`src/hdl/rlds_pkg.sv`:
```
`timescale 1ns / 1ps
`default_nettype none

package rlds_pkg;

  // Width of one ratio register and of the cycle length (sum of two ratios).
  localparam int RATIO_W     = 8;
  localparam int RATIO_IDX_W = 3;
  localparam int CYC_W       = 9;

  // Configuration port.
  localparam int CFG_IDX_W = 1;
  localparam logic [CFG_IDX_W-1:0] REG_RATIO_A = 1'b0;
  localparam logic [CFG_IDX_W-1:0] REG_RATIO_B = 1'b1;

  // Result stream: one flag, padded to a byte.
  localparam int OUT_TDATA_W = 8;

  // (a + b) mod m for a, b below m.
  function automatic logic [CYC_W-1:0] mod_add(input logic [CYC_W-1:0] a,
                                               input logic [CYC_W-1:0] b,
                                               input logic [CYC_W-1:0] m);
    logic [CYC_W:0] s;
    s = {1'b0, a} + {1'b0, b};
    if (s >= {1'b0, m}) begin
      s = s - {1'b0, m};
    end
    return s[CYC_W-1:0];
  endfunction

  // One Horner step of a serial multiply modulo m: (2*acc + en*x) mod m.
  function automatic logic [CYC_W-1:0] mod_dbl_add(input logic [CYC_W-1:0] acc,
                                                   input logic [CYC_W-1:0] x,
                                                   input logic             en,
                                                   input logic [CYC_W-1:0] m);
    logic [CYC_W:0]   d;
    logic [CYC_W-1:0] xx;
    d = {acc, 1'b0};
    if (d >= {1'b0, m}) begin
      d = d - {1'b0, m};
    end
    xx = en ? x : '0;
    return mod_add(d[CYC_W-1:0], xx, m);
  endfunction

endpackage

`default_nettype wire

```
`src/hdl/rotated_layer_dither_select.sv`:
```
// Takes one item at a time: the input is ready only while the sequencer is idle.
// Each item runs the bit-serial divider (one quotient bit per cycle) and the 8-step
// modular multiply; both are skipped when a ratio is zero.
// After reset or a ratio write the first item also runs the phase step search (binary gcd,
// one step per cycle, a few candidates); the step found is then cached.
// Reset (rst, synchronous, active high): both ratios return to 1, streams go idle.
`timescale 1ns / 1ps
`default_nettype none

module rotated_layer_dither_select
  import rlds_pkg::*;
#(
  parameter int unsigned RATIO_MAX  = 255,
  parameter int unsigned LAYER_BITS = 24
) (
  input  logic                                clk,
  input  logic                                rst,
  // Configuration write port
  input  logic                                cfg_wen,
  input  logic [CFG_IDX_W-1:0]                cfg_index,
  input  logic [RATIO_W-1:0]                  cfg_data,
  // Input stream
  input  logic                                s_axis_tvalid,
  output logic                                s_axis_tready,
  // tdata: layer_number [LAYER_BITS-1:0], zero padding above
  input  logic [((LAYER_BITS+7)/8)*8-1:0]     s_axis_tdata,
  // Result stream
  output logic                                m_axis_tvalid,
  input  logic                                m_axis_tready,
  // tdata: use_b [0], zero padding above
  output logic [OUT_TDATA_W-1:0]              m_axis_tdata
);

  localparam int DIV_BITS = LAYER_BITS - 1;
  localparam int CNT_W    = $clog2(LAYER_BITS);
  localparam logic [RATIO_W-1:0] RMAX =
    (RATIO_MAX >= (1 << RATIO_W)) ? '1 : RATIO_W'(RATIO_MAX);

  localparam logic [2:0] S_IDLE  = 3'd0;
  localparam logic [2:0] S_SINIT = 3'd1;
  localparam logic [2:0] S_SGCD  = 3'd2;
  localparam logic [2:0] S_DIV   = 3'd3;
  localparam logic [2:0] S_FIX1  = 3'd4;
  localparam logic [2:0] S_FIX2  = 3'd5;
  localparam logic [2:0] S_MUL   = 3'd6;
  localparam logic [2:0] S_OUT   = 3'd7;

  logic [2:0]          state;
  logic [RATIO_W-1:0]  ratio_a;
  logic [RATIO_W-1:0]  ratio_b;
  logic                step_ok;
  logic [CYC_W-1:0]    step;
  logic [CYC_W-1:0]    cand;
  logic [CYC_W-1:0]    ga;
  logic [CYC_W-1:0]    gb;
  logic [DIV_BITS-1:0] dvd;
  logic [CYC_W-1:0]    rem;
  logic [CYC_W-1:0]    acc;
  logic                neg;
  logic [CYC_W-1:0]    cyc;
  logic [RATIO_W-1:0]  rb_q;
  logic [CNT_W-1:0]    cnt;
  logic [CYC_W-1:0]    pos;
  logic [CYC_W-1:0]    phase;
  logic [CYC_W-1:0]    pval;
  logic                res;
  logic                out_valid;
  logic                out_bit;

  // Saturated ratios and cycle length of the current configuration.
  logic [RATIO_W-1:0]    ra_s;
  logic [RATIO_W-1:0]    rb_s;
  logic [CYC_W-1:0]      c_s;
  assign ra_s = (ratio_a > RMAX) ? RMAX : ratio_a;
  assign rb_s = (ratio_b > RMAX) ? RMAX : ratio_b;
  assign c_s  = {1'b0, ra_s} + {1'b0, rb_s};

  // A negative index n is divided as ~n; quotient and remainder are mapped back later.
  logic [LAYER_BITS-1:0] lay;
  logic                  lay_neg;
  logic [DIV_BITS-1:0]   mag;
  assign lay     = s_axis_tdata[LAYER_BITS-1:0];
  assign lay_neg = lay[LAYER_BITS-1];
  assign mag     = lay_neg ? ~lay[DIV_BITS-1:0] : lay[DIV_BITS-1:0];

  // Restoring division step: one quotient bit per cycle, most significant first.
  logic [CYC_W:0] dtrial;
  logic           qbit;
  logic [CYC_W:0] dnext;
  assign dtrial = {rem, dvd[DIV_BITS-1]};
  assign qbit   = (dtrial >= {1'b0, cyc});
  assign dnext  = qbit ? (dtrial - {1'b0, cyc}) : dtrial;

  // Serial modular multiply of the position by ratio_b, and the final decision.
  logic [CYC_W-1:0] mul_acc;
  logic [CYC_W:0]   dec_sum;
  assign mul_acc = mod_dbl_add(acc, pval, rb_q[cnt[RATIO_IDX_W-1:0]], cyc);
  assign dec_sum = {1'b0, mul_acc} + {2'b0, rb_q};

  // Phase fix-up for negative indices: -(q*s + s) mod c.
  logic [CYC_W-1:0] neg_x;
  assign neg_x = mod_add(acc, step, cyc);

  assign s_axis_tready = (state == S_IDLE);
  assign m_axis_tvalid = out_valid;
  assign m_axis_tdata  = {{(OUT_TDATA_W-1){1'b0}}, out_bit};

  // Configuration registers; a write invalidates the cached phase step.
  always_ff @(posedge clk) begin
    if (rst) begin
      ratio_a <= RATIO_W'(1);
      ratio_b <= RATIO_W'(1);
    end else if (cfg_wen) begin
      unique case (cfg_index)
        REG_RATIO_A: ratio_a <= cfg_data;
        REG_RATIO_B: ratio_b <= cfg_data;
        default: ;
      endcase
    end
  end

  // Sequencer: phase step search, division, fix-up, multiply, result hand-off.
  always_ff @(posedge clk) begin
    if (rst) begin
      state     <= S_IDLE;
      step_ok   <= 1'b0;
      out_valid <= 1'b0;
    end else begin
      // The result register empties on its transfer unless a new result replaces it.
      if (out_valid && m_axis_tready && (state != S_OUT)) begin
        out_valid <= 1'b0;
      end
      if (cfg_wen) begin
        step_ok <= 1'b0;
      end
      unique case (state)
        S_IDLE: begin
          if (s_axis_tvalid) begin
            dvd  <= mag;
            neg  <= lay_neg;
            rem  <= '0;
            acc  <= '0;
            cyc  <= c_s;
            rb_q <= rb_s;
            cnt  <= CNT_W'(DIV_BITS - 1);
            if (c_s == '0 || rb_s == '0) begin
              res   <= 1'b0;
              state <= S_OUT;
            end else if (ra_s == '0) begin
              res   <= 1'b1;
              state <= S_OUT;
            end else if (step_ok) begin
              state <= S_DIV;
            end else begin
              cand  <= (c_s >> 1) + CYC_W'(1);
              state <= S_SINIT;
            end
          end
        end
        S_SINIT: begin
          // Both even means a common factor of two: skip without running gcd.
          if (!cand[0] && !cyc[0]) begin
            cand <= cand + CYC_W'(1);
          end else begin
            ga    <= cand;
            gb    <= cyc;
            state <= S_SGCD;
          end
        end
        S_SGCD: begin
          if (!ga[0]) begin
            ga <= ga >> 1;
          end else if (!gb[0]) begin
            gb <= gb >> 1;
          end else if (ga == gb) begin
            if (ga == CYC_W'(1)) begin
              step    <= (cand >= cyc) ? (cand - cyc) : cand;
              step_ok <= 1'b1;
              state   <= S_DIV;
            end else begin
              cand  <= cand + CYC_W'(1);
              state <= S_SINIT;
            end
          end else if (ga > gb) begin
            ga <= ga - gb;
          end else begin
            gb <= gb - ga;
          end
        end
        S_DIV: begin
          // Quotient bits feed the phase product (q * step) mod c straight away.
          rem <= dnext[CYC_W-1:0];
          dvd <= dvd << 1;
          acc <= mod_dbl_add(acc, step, qbit, cyc);
          cnt <= cnt - CNT_W'(1);
          if (cnt == '0) begin
            state <= S_FIX1;
          end
        end
        S_FIX1: begin
          if (neg) begin
            pos   <= cyc - CYC_W'(1) - rem;
            phase <= (neg_x == '0) ? '0 : (cyc - neg_x);
          end else begin
            pos   <= rem;
            phase <= acc;
          end
          state <= S_FIX2;
        end
        S_FIX2: begin
          pval  <= mod_add(pos, phase, cyc);
          acc   <= '0;
          cnt   <= CNT_W'(RATIO_W - 1);
          state <= S_MUL;
        end
        S_MUL: begin
          acc <= mul_acc;
          cnt <= cnt - CNT_W'(1);
          if (cnt == '0) begin
            // B when (p * rb) mod c + rb reaches c.
            res   <= (dec_sum >= {1'b0, cyc});
            state <= S_OUT;
          end
        end
        S_OUT: begin
          if (!out_valid || m_axis_tready) begin
            out_valid <= 1'b1;
            out_bit   <= res;
            state     <= S_IDLE;
          end
        end
        default: state <= S_IDLE;
      endcase
    end
  end

endmodule

`default_nettype wire

```
`config.mk`:
```
export PLATFORM = sky130hd
export DESIGN_NAME = rotated_layer_dither_select
export DESIGN_NICKNAME = d
export VERILOG_FILES = /design/src/hdl/rlds_pkg.sv /design/src/hdl/rotated_layer_dither_select.sv
export SDC_FILE = /design/constraint.sdc
export NUM_CORES = 1
export LEC_CHECK = 0
export BUFFER_PORTS_ARGS = -buffer_cell sky130_fd_sc_hd__buf_2
export CORE_UTILIZATION = 50
export DETAILED_ROUTE_END_ITERATION = 8
export PLACE_DENSITY_LB_ADDON = 0.1
export RECOVER_POWER = 25
export REMOVE_ABC_BUFFERS = 1
export SETUP_SLACK_MARGIN = 0.5
export SLEW_MARGIN = 15
export SYNTH_ARGS = -nofsm -noshare
export SYNTH_HDL_FRONTEND = slang
export SYNTH_SLANG_ARGS = --single-unit
```
`constraint.sdc`:
```
create_clock -name clk -period 7.4 [get_ports clk]
set_input_delay 0.37 -clock clk [delete_from_list [all_inputs] [get_ports clk]]
set_output_delay 0.37 -clock clk [all_outputs]
set_load 0.005 [all_outputs]
```
==> results.py, run 1 <==
metrics = {
    "outcome": {
        "status": "finished, violations left",
        "violations": "max-capacitance violations, max-slew violations",
    },
    "critical_path": {
        "cp.required_ns": 7.56,
        "critPathKind": "flip-flop to flip-flop",
        "slowest_delay_ns": 0.49,
        "cp_slowest_cell": "or4b_4",
        "cp.arrival_ns": 7.28,
        "critPathTopFamily": "compound AO/OA/AOI/OAI gates",
        "endpoint_kind": "flip-flop",
        "path_buf_inv": 5,
        "startpoint_type": "flip-flop",
        "cp_common_cell": "a21oi_2",
        "r2r_start": "cyc[1]$_DFFE_PP_",
        "crit_start": "cyc[1]$_DFFE_PP_",
        "cp_max_fo": 5,
    },
    "floorplan": {
        "core_region_area_mm2": 0.02688,
        "die_w_um": 167.2,
        "dieHeight_um": 167.2,
        "start_util_pct": 50.75,
        "pin_count": 48,
        "die_area_mm2": 0.02794,
        "fp-row-count": 60,
    },
    "drt": {
        "drt_pass1_iterations": 5,
        "initialDrtViolationCount": 736,
        "vias": 11480,
        "remaining_drc_errors": 0,
        "via_per_inst": 5.706,
        "routed_wirelength_mm": 38.80,
        "ant_nets": 0,
        "wl_per_cell_um": 19.29,
    },
    "yosys": {
        "synth.top_cells.by_area": "edfxtp_1 (28%), ha_1 (15%), xnor2_1 (6.9%)",
        "ys.flop_type": "edfxtp_1",
        "ys_seq_area_share_pct": 31.48,
        "syn-instance-count": 1487,
        "synthTopCellsByCount": "ha_1 (162), edfxtp_1 (129), a21oi_1 (121), nand2_1 (109), xnor2_1 (107)",
        "synth_top_area_share_pct": 28.40,
        "syn_area_mm2": 0.01364,
        "synth_enable_flop_cells": 129,
        "synth_area_per_cell_um2": 9.172,
        "ys_warn_count": 0,
        "yosys.area.top_type": "edfxtp_1",
        "yosysMostFrequentCell": "ha_1",
        "yosysUniqueCellTypes": 81,
        "async_reset_ff_share_pct": 0,
        "ys_seq_elements": 150,
    },
    "sta": {
        "finalMaxSlewViolations": 25,
        "rsz0062_at_grt": "true",
        "skew_ns": 0.02491,
        "period_minus_slack_ns": 7.124,
        "slew_headroom_pct": -5.935,
        "max_freq_mhz": 140.4,
        "hold_viol": 0,
        "worst_pin_slew_ns": 1.589,
        "period_share_pct": 96.27,
        "setup_viol": 0,
        "holdWs_ns": 0.1518,
        "finalSetupTns_ns": 0,
    },
    "layout": {
        "drive_gt1_share_pct": 20.24,
        "antennaDiodeCount": 0,
        "num-fill-cells": 2339,
        "areaGrowthSynthToFinish_pct": 19.85,
        "fin_area_mm2": 0.01635,
        "finalNetCount": 1872,
        "utilization_pct": 60.82,
    },
    "global_route": {
        "grt_first_pass_wirelength_mm": 60.44,
        "groute.usage.overall_pct": 28.08,
        "antenna_found_initial": 0,
        "grt_pass1_vias": 11010,
        "gr-total-overflow": 0,
        "grt_max_degree": 46,
    },
    "clocking": {
        "cts_tree": "yes",
        "cts_hold_buffers": 0,
        "clkSinkCount": 150,
        "clk_pin_slew_ns": 0.08,
        "clkLatencyLatePin_ns": 0.45,
        "cts-htree-levels": 4,
        "numCtsBuffers": 17,
        "cts_root_buffer": "clkbuf_16",
        "clockBufferDepth": 2,
    },
    "place": {
        "gp_congestion": 0.9188,
        "dp_hpwl_mm": 29.14,
        "placed_area_mm2": 0.01491,
        "port_buffers": 40,
    },
    "worst_hold_path": {
        "hold_class": "primary input to flip-flop",
        "hp-start": "cfg_data[0]",
    },
    "run": {
        "drv_cap": 1,
    },
}
-- per-layer routing --
| layer | part of all wire [%] | vias to the layer above | GRT usage (%) |
|---|---|---|---|
| met5 | 0 | - | 0 |
| met4 | 2.1 | 0 | 7.220 |
| met3 | 4.0 | 48 | 3.143 |
| met2 | 48 | 255 | 47.37 |
| met1 | 46 | 5442 | 38.36 |
| li1 | - | 5730 | - |
-- flip-flops by register name, summed over array words and instances (netlist names), 3 cells and up --
name,count
dvd,23
acc,9
cand,9
cyc,9
ga,9
gb,9
phase,9
pos,9
pval,9
rem,9
step,9
ratio_a,8
ratio_b,8
rb_q,8
cnt,5
state,3
-- layout make-up --
class | count | area, µm² | share of cell area [%]
multi-input combinational | 1192 | 9241 | 56.53
clock buffer | 17 | 425.4 | 2.602
clock inverter | 15 | 201.4 | 1.232
inverter | 99 | 371.6 | 2.273
sequential | 150 | 4294 | 26.27
tap | 341 | 426.7 | 2.610
timing repair buffer | 197 | 1386 | 8.481
-- cell families (layout without fill, tap and decap cells) --
family,count (synthesis),in the layout,share of synthesized area [%]
flip-flops,150,150,31.48
other,1,7,0.02749
multiplexers,50,50,4.156
XOR/XNOR,143,143,9.183
buffers and inverters,152,328,4.431
adder cells (fa/ha/maj),177,177,17.06
AND/OR/NAND/NOR,417,418,15.01
AO/OA/AOI/OAI,397,397,18.65
-- placed cells by master, fill, tap and decap left out, types with 13 or more instances in the layout --
cell type  instances
ha_1             152
inv_1             91
a211oi_1          13
fa_1              13
nand3_1           24
nand2_1          106
xor2_1            36
a21oi_1          111
nand2b_1          30
nor2b_1           33
nor3_1            27
dfxtp_1           21
nor2_1           101
o21ai_0           84
and2_1            17
o21bai_1          20
nand4_1           19
buf_4            151
mux2_2            17
xnor2_1          102
buf_2             37
edfxtp_1         129
mux2i_1           25
a21o_1            57
clkbuf_16         17
-- final timing paths --
kind,to,slack [ns],cells after the start
min reg2reg,ratio_a[6]$_SDFFE_PP0P_,0.48,2
max,res$_DFFE_PP_,0.28,35
min,ratio_a[0]$_SDFFE_PP1P_,0.15,3
max reg2reg,res$_DFFE_PP_,0.28,35
-- tightest hold or removal path, stage by stage --
cell     delay (ns)
buf_2          0.08
nand2_1        0.04
nand3_1        0.06
-- stage by stage --
step           instances  setup WS [ns]
2_1_floorplan       1440        -0.6483
3_3_place_gp        1932       -0.05071
3_5_place_dp        1932        -0.1792
4_1_cts             2001         0.3655
5_1_grt             2011        -0.1877
6_report            2011         0.2763
-- timing repair --
action                                 4_1_cts  5_1_grt
buffers inserted                            37        9
setup endpoints to repair                    1        9
resized for setup                           67       42
cloned                                       0        1
pin swaps                                   35       10
endpoints found under the hold margin        0        0
Power of run 1 is not shown: default switching activity piles up to over one toggle a cycle in this logic, so the estimate is an artifact.
==> run 2: changes to the inputs <==
--- a/config.mk
+++ b/config.mk
@@ -5,8 +5,10 @@
 export SDC_FILE = /design/constraint.sdc
 export NUM_CORES = 1
 export LEC_CHECK = 0
-export BUFFER_PORTS_ARGS = -buffer_cell sky130_fd_sc_hd__buf_2
-export CORE_UTILIZATION = 50
+export BUFFER_PORTS_ARGS = -buffer_cell sky130_fd_sc_hd__buf_4
+export CELL_PAD_IN_SITES_DETAIL_PLACEMENT = 0
+export CELL_PAD_IN_SITES_GLOBAL_PLACEMENT = 1
+export CORE_UTILIZATION = 45
 export DETAILED_ROUTE_END_ITERATION = 8
 export PLACE_DENSITY_LB_ADDON = 0.1
 export RECOVER_POWER = 25
==> results.py, run 2 (same netlist as run 1, synthesis figures left out) <==
metrics = {
    "clocking": {
        "clkSinkCount": 150,
        "cts_root_buffer": "clkbuf_16",
        "cts_hold_buffers": 0,
        "cts-htree-levels": 4,
        "clkLatencyLatePin_ns": 0.45,
        "clk_pin_slew_ns": 0.08,
        "clockBufferDepth": 2,
        "cts_tree": "yes",
        "numCtsBuffers": 17,
    },
    "worst_hold_path": {
        "hold_end": "ratio_a[0]$_SDFFE_PP1P_",
        "hp-start": "cfg_data[0]",
        "hold_class": "primary input to flip-flop",
        "hold_depth": 3,
    },
    "sta": {
        "finalMaxSlewViolations": 25,
        "slew_headroom_pct": -8.664,
        "skew_ns": 0.01977,
        "period_minus_slack_ns": 7.101,
        "holdWs_ns": 0.1459,
        "setup_viol": 0,
        "hold_viol": 0,
        "rsz0062_at_grt": "true",
        "worst_pin_slew_ns": 1.630,
        "period_share_pct": 95.96,
        "max_freq_mhz": 140.8,
    },
    "drt": {
        "remaining_drc_errors": 0,
        "drt_pass1_iterations": 5,
        "via_per_inst": 5.523,
        "top_layer": "met4",
        "wl_per_cell_um": 19.07,
        "vias": 11120,
        "routed-wl-met3_mm": 1.688,
        "dr_wl_met2_mm": 17.31,
        "drt-met1-wl_mm": 18.44,
        "ant_nets": 0,
        "routed_wirelength_mm": 38.40,
        "initialDrtViolationCount": 719,
    },
    "critical_path": {
        "cp_common_cell": "a21oi_2",
        "startpoint_type": "flip-flop",
        "cp.arrival_ns": 7.27,
        "slowest_delay_ns": 0.45,
        "cp_slowest_cell": "edfxtp_1",
        "cp.required_ns": 7.57,
        "reg2regPathDepth": 36,
        "rrSetupSlack_ns": 0.30,
        "r2r_start": "acc[0]$_DFFE_PP_",
        "rr_endpoint": "res$_DFFE_PP_",
        "endpoint_kind": "flip-flop",
        "critPathKind": "flip-flop to flip-flop",
        "cp_max_fo": 5,
    },
    "layout": {
        "final_cell_mix": "ha_1 (154), buf_4 (143), edfxtp_1 (129)",
        "layout_commonest_cell": "ha_1",
        "num-fill-cells": 2721,
        "seqCellArea_mm2": 0.004294,
        "largest_reg_flops": 23,
        "finalNetCount": 1826,
        "areaGrowthSynthToFinish_pct": 16.63,
        "drive_gt1_share_pct": 16.69,
        "multi_input_area_mm2": 0.009042,
        "fin_area_mm2": 0.01591,
        "antennaDiodeCount": 0,
        "regMostFlops": "dvd",
    },
    "floorplan": {
        "die_area_mm2": 0.03101,
        "die_w_um": 176.1,
        "dieHeight_um": 176.1,
        "start_util_pct": 45.90,
        "pin_count": 48,
        "fp-row-count": 63,
        "core_region_area_mm2": 0.02972,
    },
    "outcome": {
        "violations": "max-capacitance violations, max-slew violations",
        "status": "finished, violations left",
    },
    "global_route": {
        "gr-total-overflow": 0,
        "antenna_found_initial": 0,
        "grt_max_degree": 46,
        "groute.usage.overall_pct": 25.76,
        "grt_first_pass_wirelength_mm": 60.62,
        "grt_pass1_vias": 10760,
    },
    "place": {
        "placed_area_mm2": 0.01502,
        "dp_hpwl_mm": 29.98,
        "gp_congestion": 0.9414,
        "port_buffers": 40,
    },
    "run": {
        "drv_cap": 1,
    },
}
-- run 2: cell count changes in the layout (fill, tap and decap cells not counted), moves of 5 or more --
cell	before	now
buf_2	37	0
buf_4	151	143
mux2i_1	25	30
clkinv_8	7	0
o21ai_1	12	7
-- run 2: timing repair --
item	in CTS	in global routing
pin swaps	31	2
resized for setup	66	5
setup endpoints to repair	1	2
setup buffers	7	0
-- run 2: worst max-delay path by stage --
stage	from	end	slack, ns	cells past startpoint
2_1_floorplan	cyc[1]$_DFFE_PP_	res$_DFFE_PP_	-0.65	35
3_3_place_gp	acc[0]$_DFFE_PP_	res$_DFFE_PP_	-0.08	37
3_5_place_dp	acc[0]$_DFFE_PP_	res$_DFFE_PP_	-0.27	37
4_1_cts	acc[0]$_DFFE_PP_	res$_DFFE_PP_	0.32	40
5_1_grt	acc[0]$_DFFE_PP_	res$_DFFE_PP_	-0.16	46
6_report	acc[0]$_DFFE_PP_	res$_DFFE_PP_	0.30	36
-- run 2: stage by stage --
| stage | TNS, ns | setup slack (ns) | instances | util, % |
|---|---|---|---|---|
| CTS | 0 | 0.3209 | 2014 | 53.55 |
| floorplan | -0.6483 | -0.6483 | 1440 | - |
| detailed placement | -0.2659 | -0.2659 | 1975 | 50.56 |
| finish | 0 | 0.2989 | 2014 | 53.53 |
| global route | -0.1633 | -0.1633 | 2014 | 53.53 |
| global placement | -0.08245 | -0.08245 | 1975 | 50.56 |
-- run 2: layout make-up --
| cell class | instances | share of cell area [%] |
|---|---|---|
| multi-input cells | 1191 | 56.84 |
| flip-flops and latches | 150 | 26.99 |
| repair buffers | 152 | 7.102 |
| well taps | 390 | 3.067 |
| clock buffers | 20 | 3.012 |
| inverters | 99 | 2.336 |
| clock inverters | 12 | 0.6450 |
-- run 2: per-layer routing --
layer / GRT usage (%) / vias to the layer above
li1: - / 5617
met1: 36.18 / 5220
met2: 40.96 / 239
met3: 3.165 / 48
met4: 8.333 / 0
met5: 0 / -
-- run 2: critical path: cells and delay by family, from the launching register on --
family	cells	cell delay [ns]
compound gates	14	2.25
simple gates	7	1.06
mux	1	0.31
flops	1	0.45
fa+ha+maj	5	1.52
xor+xnor	2	0.38
buf+inv	7	0.87
Power of run 2 is left out for the same reason.
==> run 3: changes to the inputs <==
--- a/config.mk
+++ b/config.mk
@@ -12,7 +12,6 @@
 export DETAILED_ROUTE_END_ITERATION = 8
 export PLACE_DENSITY_LB_ADDON = 0.1
 export RECOVER_POWER = 25
-export REMOVE_ABC_BUFFERS = 1
 export SETUP_SLACK_MARGIN = 0.5
 export SLEW_MARGIN = 15
 export SYNTH_ARGS = -nofsm -noshare
==> results.py, run 3 (same netlist as run 1, synthesis figures left out) <==
metrics = {
    "outcome": {
        "status": "finished, violations left",
        "violations": "max-capacitance violations, max-slew violations",
    },
    "place": {
        "gp_congestion": 0.9394,
        "port_buffers": 40,
        "pre_cts_slack_ns": 0.005671,
        "dp_hpwl_mm": 29.04,
    },
    "global_route": {
        "groute.usage.overall_pct": 24.48,
        "grt_max_degree": 46,
        "antenna_found_initial": 0,
        "grt_first_pass_wirelength_mm": 58.02,
        "grt_pass1_vias": 10550,
        "gr-total-overflow": 0,
    },
    "drt": {
        "initialDrtViolationCount": 736,
        "dr_wl_met2_mm": 17.30,
        "vias": 11080,
        "top_layer": "met4",
        "wl_per_cell_um": 19.10,
        "remaining_drc_errors": 0,
        "routed-wl-met3_mm": 1.515,
        "drt_pass1_iterations": 5,
        "drt-met1-wl_mm": 18.08,
        "routed_wirelength_mm": 37.63,
        "ant_nets": 0,
        "via_per_inst": 5.625,
    },
    "clocking": {
        "clkSinkCount": 150,
        "cts_root_buffer": "clkbuf_16",
        "clk_pin_slew_ns": 0.08,
        "clockBufferDepth": 2,
        "numCtsBuffers": 17,
        "cts_tree": "yes",
        "clkLatencyLatePin_ns": 0.43,
        "cts-htree-levels": 4,
    },
    "critical_path": {
        "critPathTopFamily": "compound AO/OA/AOI/OAI gates",
        "endpoint_kind": "flip-flop",
        "cp_max_fo": 5,
        "cp_common_cell": "a21oi_2",
        "cp_slowest_cell": "or4b_4",
        "critPathKind": "flip-flop to flip-flop",
        "startpoint_type": "flip-flop",
        "slowest_delay_ns": 0.50,
        "cp.required_ns": 7.56,
        "path_buf_inv": 4,
        "cp.arrival_ns": 7.54,
    },
    "sta": {
        "worst_pin_slew_ns": 1.610,
        "slew_headroom_pct": -7.303,
        "finalSetupTns_ns": 0,
        "rsz0062_at_grt": "true",
        "finalMaxSlewViolations": 25,
        "period_share_pct": 99.74,
        "skew_ns": 0.01823,
        "max_freq_mhz": 135.5,
        "hold_viol": 0,
        "holdWs_ns": 0.1499,
        "period_minus_slack_ns": 7.381,
        "fin_ws_ns": 0.01920,
        "setup_viol": 0,
    },
    "floorplan": {
        "fp-row-count": 63,
        "pin_count": 48,
        "die_w_um": 176.1,
        "die_area_mm2": 0.03101,
        "core_region_area_mm2": 0.02972,
        "dieHeight_um": 176.1,
        "start_util_pct": 45.90,
    },
    "layout": {
        "finalNetCount": 1782,
        "areaGrowthSynthToFinish_pct": 14.47,
        "final_cell_mix": "ha_1 (151), edfxtp_1 (129), a21oi_1 (111)",
        "largest_reg_flops": 23,
        "num-fill-cells": 2772,
        "regMostFlops": "dvd",
        "drive_gt1_share_pct": 14.37,
        "layout_commonest_cell": "ha_1",
        "antennaDiodeCount": 0,
        "utilization_pct": 52.54,
    },
    "run": {
        "drv_cap": 1,
    },
    "worst_hold_path": {
        "hold_class": "primary input to flip-flop",
    },
}
[run 3: stage by stage]
stage | area [µm²] | std cells
detailed placement | 14690 | 1920
finish | 15610 | 1970
global route | 15610 | 1970
global placement | 14690 | 1920
CTS | 15360 | 1957
floorplan | 13750 | 1493
[run 3: layout make-up]
class,instances,area [µm²],area share (%)
multi-input combinational,1191,9072,58.11
sequential,150,4294,27.50
inverter,99,374.1,2.396
tap,390,488.0,3.125
clock inverter,14,155.1,0.9937
timing repair buffer,108,799.5,5.121
clock buffer,18,429.2,2.749
[run 3: worst min-delay path: cells and delay by family]
kind                   cells  cell delay [ns]
AND/OR/NAND/NOR            2             0.10
buffers and inverters      1             0.08
[run 3: what timing repair did]
item                                    CTS  global route
setup buffers                             5            13
gates cloned                              0             0
endpoints found under the setup margin    1             1
endpoints found under the hold margin     0             0
hold buffers                              0             0
pin swaps                                 4            30
resized for setup                        11            42
[run 3: worst paths after layout]
kind	depth (start not counted)	start	slack, ns	endpoint
max reg2reg	35	cyc[1]$_DFFE_PP_	0.02	res$_DFFE_PP_
min reg2reg	2	ratio_a[6]$_SDFFE_PP0P_	0.48	ratio_a[6]$_SDFFE_PP0P_
min	3	cfg_data[0]	0.15	ratio_a[0]$_SDFFE_PP1P_
max	35	cyc[1]$_DFFE_PP_	0.02	res$_DFFE_PP_
[run 3: per-layer routing]
layer  global-route usage, %  vias to the layer above
met1                   33.93                     5277
met4                   5.471                        0
li1                        -                     5532
met2                   40.57                      233
met5                       0                        -
met3                   3.036                       40
Power of run 3 is left out for the same reason.
